$ cat config.mk
export PLATFORM = sky130hd
export DESIGN_NAME = sit_pend
export DESIGN_NICKNAME = d
export VERILOG_FILES = /design/src/sit_pkg.sv /design/src/sit_pend.sv
export SDC_FILE = /design/constraint.sdc
export NUM_CORES = 2
export LEC_CHECK = 0
export ABC_CLOCK_PERIOD_IN_PS = 3200
export BUFFER_PORTS_ARGS = -buffer_cell sky130_fd_sc_hd__buf_2
export CORE_MARGIN = 4
export CORE_UTILIZATION = 35
export DETAILED_ROUTE_END_ITERATION = 16
export PLACE_DENSITY = 0.6
export SKIP_LAST_GASP = 1
export SYNTH_ARGS = -nofsm -noshare
export SYNTH_HDL_FRONTEND = slang
export SYNTH_SLANG_ARGS = --single-unit
$ cat constraint.sdc
create_clock -name clk -period 3.2 [get_ports clk]
set_clock_uncertainty 0.2 [all_clocks]
set_input_delay 0.64 -clock clk [delete_from_list [all_inputs] [get_ports clk]]
set_output_delay 0.64 -clock clk [all_outputs]
set_load 0.01 [all_outputs]
$ cat src/sit_pkg.sv
// ---------------------------------------------------------------------------
// sit_pkg
// Shared types and codes for the string intern table: result status codes,
// sequencer states, field widths and the pending string buffer control bundle.
// ---------------------------------------------------------------------------
`default_nettype none

package sit_pkg;

	// fixed widths of the result fields and the character
	localparam int OFFSET_W = 12;
	localparam int STATUS_W = 2;
	localparam int CHAR_W   = 8;

	// result status codes
	typedef enum logic [STATUS_W-1:0] {
		ST_FOUND = 2'd0,
		ST_ADDED = 2'd1,
		ST_FULL  = 2'd2,
		ST_LONG  = 2'd3
	} status_t;

	// sequencer states
	typedef enum logic [1:0] {
		S_COLLECT,
		S_SCAN,
		S_COPY,
		S_RESULT
	} state_t;

	// control toward the pending string buffer
	typedef struct packed {
		logic push;
		logic clear;
	} pend_ctl_t;

endpackage

`default_nettype wire

$ cat src/sit_pend.sv
// ---------------------------------------------------------------------------
// sit_pend
// Pending string buffer: collects the bytes of the string being entered in
// a synchronous memory, tracks its length and an overflow flag, and serves
// one registered read per cycle to the lookup and append sequencer.
// ---------------------------------------------------------------------------
`default_nettype none

module sit_pend #(
	parameter int MAX_STRING_BYTES = 256
) (
	input  logic                                 clk,
	input  logic                                 arst_n,
	input  sit_pkg::pend_ctl_t                   ctl,
	input  logic [sit_pkg::CHAR_W-1:0]           char_byte,
	input  logic [$clog2(MAX_STRING_BYTES)-1:0]  rd_idx,
	output logic [sit_pkg::CHAR_W-1:0]           rd_data,
	output logic [$clog2(MAX_STRING_BYTES)-1:0]  len,
	output logic                                 overflow
);
	import sit_pkg::*;

	localparam int LW = $clog2(MAX_STRING_BYTES);

	logic [CHAR_W-1:0] pend_mem [0:MAX_STRING_BYTES-1];
	logic [LW-1:0]     len_q;
	logic              ovf_q;
	logic              has_room;
	logic              wr_en;

	// room for one more byte before the terminator
	assign has_room = (len_q != LW'(MAX_STRING_BYTES - 1));
	assign wr_en    = ctl.push && has_room;

	// length and overflow tracking
	always_ff @(posedge clk or negedge arst_n) begin
		if (!arst_n) begin
			len_q <= '0;
			ovf_q <= 1'b0;
		end else if (ctl.clear) begin
			len_q <= '0;
			ovf_q <= 1'b0;
		end else if (ctl.push) begin
			if (has_room) begin
				len_q <= len_q + LW'(1);
			end else begin
				ovf_q <= 1'b1;
			end
		end
	end

	// byte storage, one write and one registered read per cycle
	always_ff @(posedge clk) begin
		if (wr_en) begin
			pend_mem[len_q] <= char_byte;
		end
		rd_data <= pend_mem[rd_idx];
	end

	assign len      = len_q;
	assign overflow = ovf_q;

	// length stays within the buffer
	a_len_bound: assert property (@(posedge clk) disable iff (!arst_n)
		len_q <= LW'(MAX_STRING_BYTES - 1))
		else $error("pending length beyond buffer");

	// a byte that does not fit raises the overflow flag
	a_ovf_set: assert property (@(posedge clk) disable iff (!arst_n)
		ctl.push && !ctl.clear && !has_room |=> ovf_q && $stable(len_q))
		else $error("dropped byte did not set overflow");

	// clearing empties the buffer
	a_clear: assert property (@(posedge clk) disable iff (!arst_n)
		ctl.clear |=> (len_q == '0) && !ovf_q)
		else $error("pending buffer not cleared");

endmodule

`default_nettype wire
==> impl_metrics.py <==
metrics = {
    "clocking": {
        "ctsHtreeMaxLevel": 4,
        "cts_root_buf": "clkbuf_16",
        "cts_tree": "built",
        "cts_num_sinks": 2065,
        "cts_max_path_buffers": 3,
        "cts_made_buffers": 201,
        "clk_latency_ns": 0.85,
        "cts_setup_buffers": 0,
        "cts.clk_slew.worst_paths_ns": 0.06,
    },
    "layout": {
        "syn2layout_area_growth_pct": 18.9,
        "seq_area_mm2": 0.0619,
        "num-fill-cells": 19720,
        "fin_nets": 4460,
        "multi_input_comb_area_mm2": 0.0168,
        "drive_gt1_share_pct": 32.2,
        "final_area_mm2": 0.0954,
    },
    "route": {
        "dr_total_vias": 41111,
        "wl_um": 209000,
        "met1Wirelength_um": 87800,
        "remaining_drc_errors": 0,
        "wl_met2_um": 102000,
        "wl_per_cell_um": 27.4,
        "top_layer": "met4",
        "wl_met3_um": 13500,
        "drt_iter0_markers": 4496,
        "ant_nets": 0,
        "drt_pass1_iterations": 6,
        "avgViaCountPerCell": 5.39,
    },
    "worst_setup_path": {
        "r2r_start": "len[0]",
        "cp-startpoint": "rd_idx[0]",
        "crit_type": "input port to register",
        "end_kind": "register",
        "cp_max_fo": 39,
        "worst_ep_arrival_time_ns": 3.66,
        "reg2reg_slack_ns": 0.22,
        "reg2reg_depth": 7,
        "critPathRequiredTime_ns": 3.70,
        "r2r_end": "pend_mem[237][1]",
        "critPathLaunchType": "input port",
    },
    "floorplan": {
        "start_util_pct": 35.2,
        "core_area_mm2": 0.228,
        "io_pins": 37,
        "die_height_um": 487,
        "dieWidth_um": 487,
        "rows": 175,
        "dieArea_mm2": 0.237,
    },
    "global_routing": {
        "grt_antenna_before_repair": 5,
        "grt-ovfl-total": 0,
        "grt_pass1_wl_um": 302000,
        "grt_start_max_net_pins": 106,
        "first_global_vias": 41483,
        "grt_use_total_pct": 17.4,
    },
    "placement": {
        "dpl.hpwl_um": 135000,
        "place_ws_ns": -0.959,
        "port_buffers": 36,
        "placed_area_mm2": 0.0887,
        "gp_congestion": 0.826,
    },
    "sta": {
        "worst_pin_slew_ns": 0.917,
        "fin_crit_ns": 3.16,
        "fin_tns_setup_ns": 0,
        "fmax_ghz": 0.316,
        "slew_viol_final": 0,
        "rsz0062_at_grt": "no",
        "finalCritPeriodShare_pct": 98.8,
        "hold_violations": 0,
        "setup_slack_ns": 0.0381,
        "slew_headroom_pct": 38.6,
        "finalSetupViolations": 0,
    },
    "min_path": {
        "min_path_type": "input port to async pin",
    },
    "power_and_ir_drop": {
        "swShare_pct": 21.3,
        "p_int_mw": 44.8,
        "seqPwrFrac_pct": 52.4,
        "netSwitchingPower_mw": 12.1,
        "p_leak_nw": 30.9,
        "power_frac_comb_pct": 5.4,
        "clkPwrFrac_pct": 42.1,
        "peakVddDrop_uv": 548,
        "p_per_area_mw_per_mm2": 596,
    },
    "yosys": {
        "synth_area_leaders": "edfxtp_1, mux4_2, mux2i_1",
        "synthArstFlopShare_pct": 0.436,
        "synth_top_area_cell": "edfxtp_1",
        "syn_avg_cell_area_um2": 21.4,
        "synth-seq-cells": 2065,
        "synth_flop_cell": "edfxtp_1",
        "syn_area_mm2": 0.0803,
        "synth_cell_types": 66,
        "ys_seq_area_share_pct": 77.1,
        "ys.warnings.count": 0,
        "synth_top_area_share_pct": 76.6,
        "synth_edf_count": 2048,
        "synthCells": 3757,
    },
    "outcome": {
        "status": "complete, no violations",
    },
    "run": {
        "maxCapViolations": 0,
    },
}
kinds of logic after synthesis:
family	after synthesis	synth area share [%]
buffers and inverters	236	2.06
multiplexers	615	14.7
AO/OA/AOI/OAI	379	3.58
other	1	0.00467
adder cells (fa/ha/maj)	4	0.0624
XOR/XNOR	5	0.0546
flip-flops	2065	77.1
AND/OR/NAND/NOR	452	2.40
what timing repair did:
action | CTS | global route
gates resized for setup | 1 | 2
hold buffers | 2 | 0
hold endpoints to repair | 18 | 0
endpoints found under the setup margin | 1 | 9
stage by stage:
step           util [%]  std cells  hold slack [ns]  power, mW
3_3_place_gp       38.9       7240            0.306       33.5
2_1_floorplan         -       3764            0.144       31.8
4_1_cts            41.9       7618          0.00694       57.4
5_1_grt            41.9       7622           0.0465       58.6
6_report           41.9       7622           0.0699       56.9
3_5_place_dp       38.9       7240            0.312       33.5
how the worst max path moves through the flow:
| stage | cells after the start | end |
|---|---|---|
| after floorplan | 9 | rd_data[3] |
| after global placement | 8 | rd_data[4] |
| after detailed placement | 10 | rd_data[4] |
| after CTS | 9 | rd_data[1] |
| after global routing | 7 | pend_mem[237][1] |
| final | 9 | rd_data[0] |
final cells by class:
class / count / area share (%)
clock buffers: 249 / 5.53
flip-flops and latches: 2065 / 64.8
clock inverters: 127 / 1.51
repair buffers: 697 / 6.48
multi-input cells: 1463 / 17.7
inverters: 8 / 0.0315
well taps: 3009 / 3.94
diodes: 4 / 0.0105
power groups by stage:
stage | Clock, mW | Sequential (mW) | Combinational [mW]
6_report | 24.0 | 29.8 | 3.08
5_1_grt | 25.5 | 29.8 | 3.26
4_1_cts | 24.4 | 29.8 | 3.12
3_5_place_dp | 0 | 30.4 | 3.11
3_3_place_gp | 0 | 30.4 | 3.08
2_1_floorplan | 0 | 30.4 | 1.46
cell usage after synthesis (20+ instances only):
cell         n
o221ai_1    49
o22ai_1     36
nand2_1     61
buf_12      20
a211oi_1    36
a22o_1      35
nor2_1     288
o21ai_0     20
mux2i_1    151
clkbuf_1    88
mux4_2     451
buf_4       25
buf_2       59
edfxtp_1  2048
nand3_1     28
a22oi_1     54
a221oi_1    39
a21oi_1     43
state kept, by name (all words and copies together), names as in the netlist:
name and cells:
rd_data 8, len 8, overflow 1, pend_mem 2048
layer usage:
metal	track usage, %	vias up
li1	-	17187
met1	24.5	22035
met2	28.4	1618
met3	2.61	271
met4	4.90	0
met5	0	-
worst max-delay path: stages:
cell,delay (ns)
buf_8,0.18
buf_12,0.24
buf_12,0.31
mux4_2,0.54
a22oi_1,0.34
a31oi_1,0.24
o41ai_1,0.82
buf_4,0.23
a311oi_1,0.05
cell usage in the layout (no fill, tap or decap), drive strengths merged, types with 8 or more instances in the layout:
cell / instances
a211oi: 36
clkbuf: 254
a22o: 35
dfxtp: 8
clkinv: 94
a221oi: 42
o21ai: 29
nand2: 61
a2111oi: 8
buf: 690
nor2: 288
nand3: 28
dfrtp: 9
edfxtp: 2048
a31oi: 11
bufinv: 24
o22ai: 36
a21oi: 43
a22oi: 54
conb: 8
o221ai: 54
nor3: 20
inv: 11
mux2i: 151
mux4: 452
nand2b: 8
nor2b: 19
mux2: 12
No activity file was read; power rests on OpenSTA's default activity.
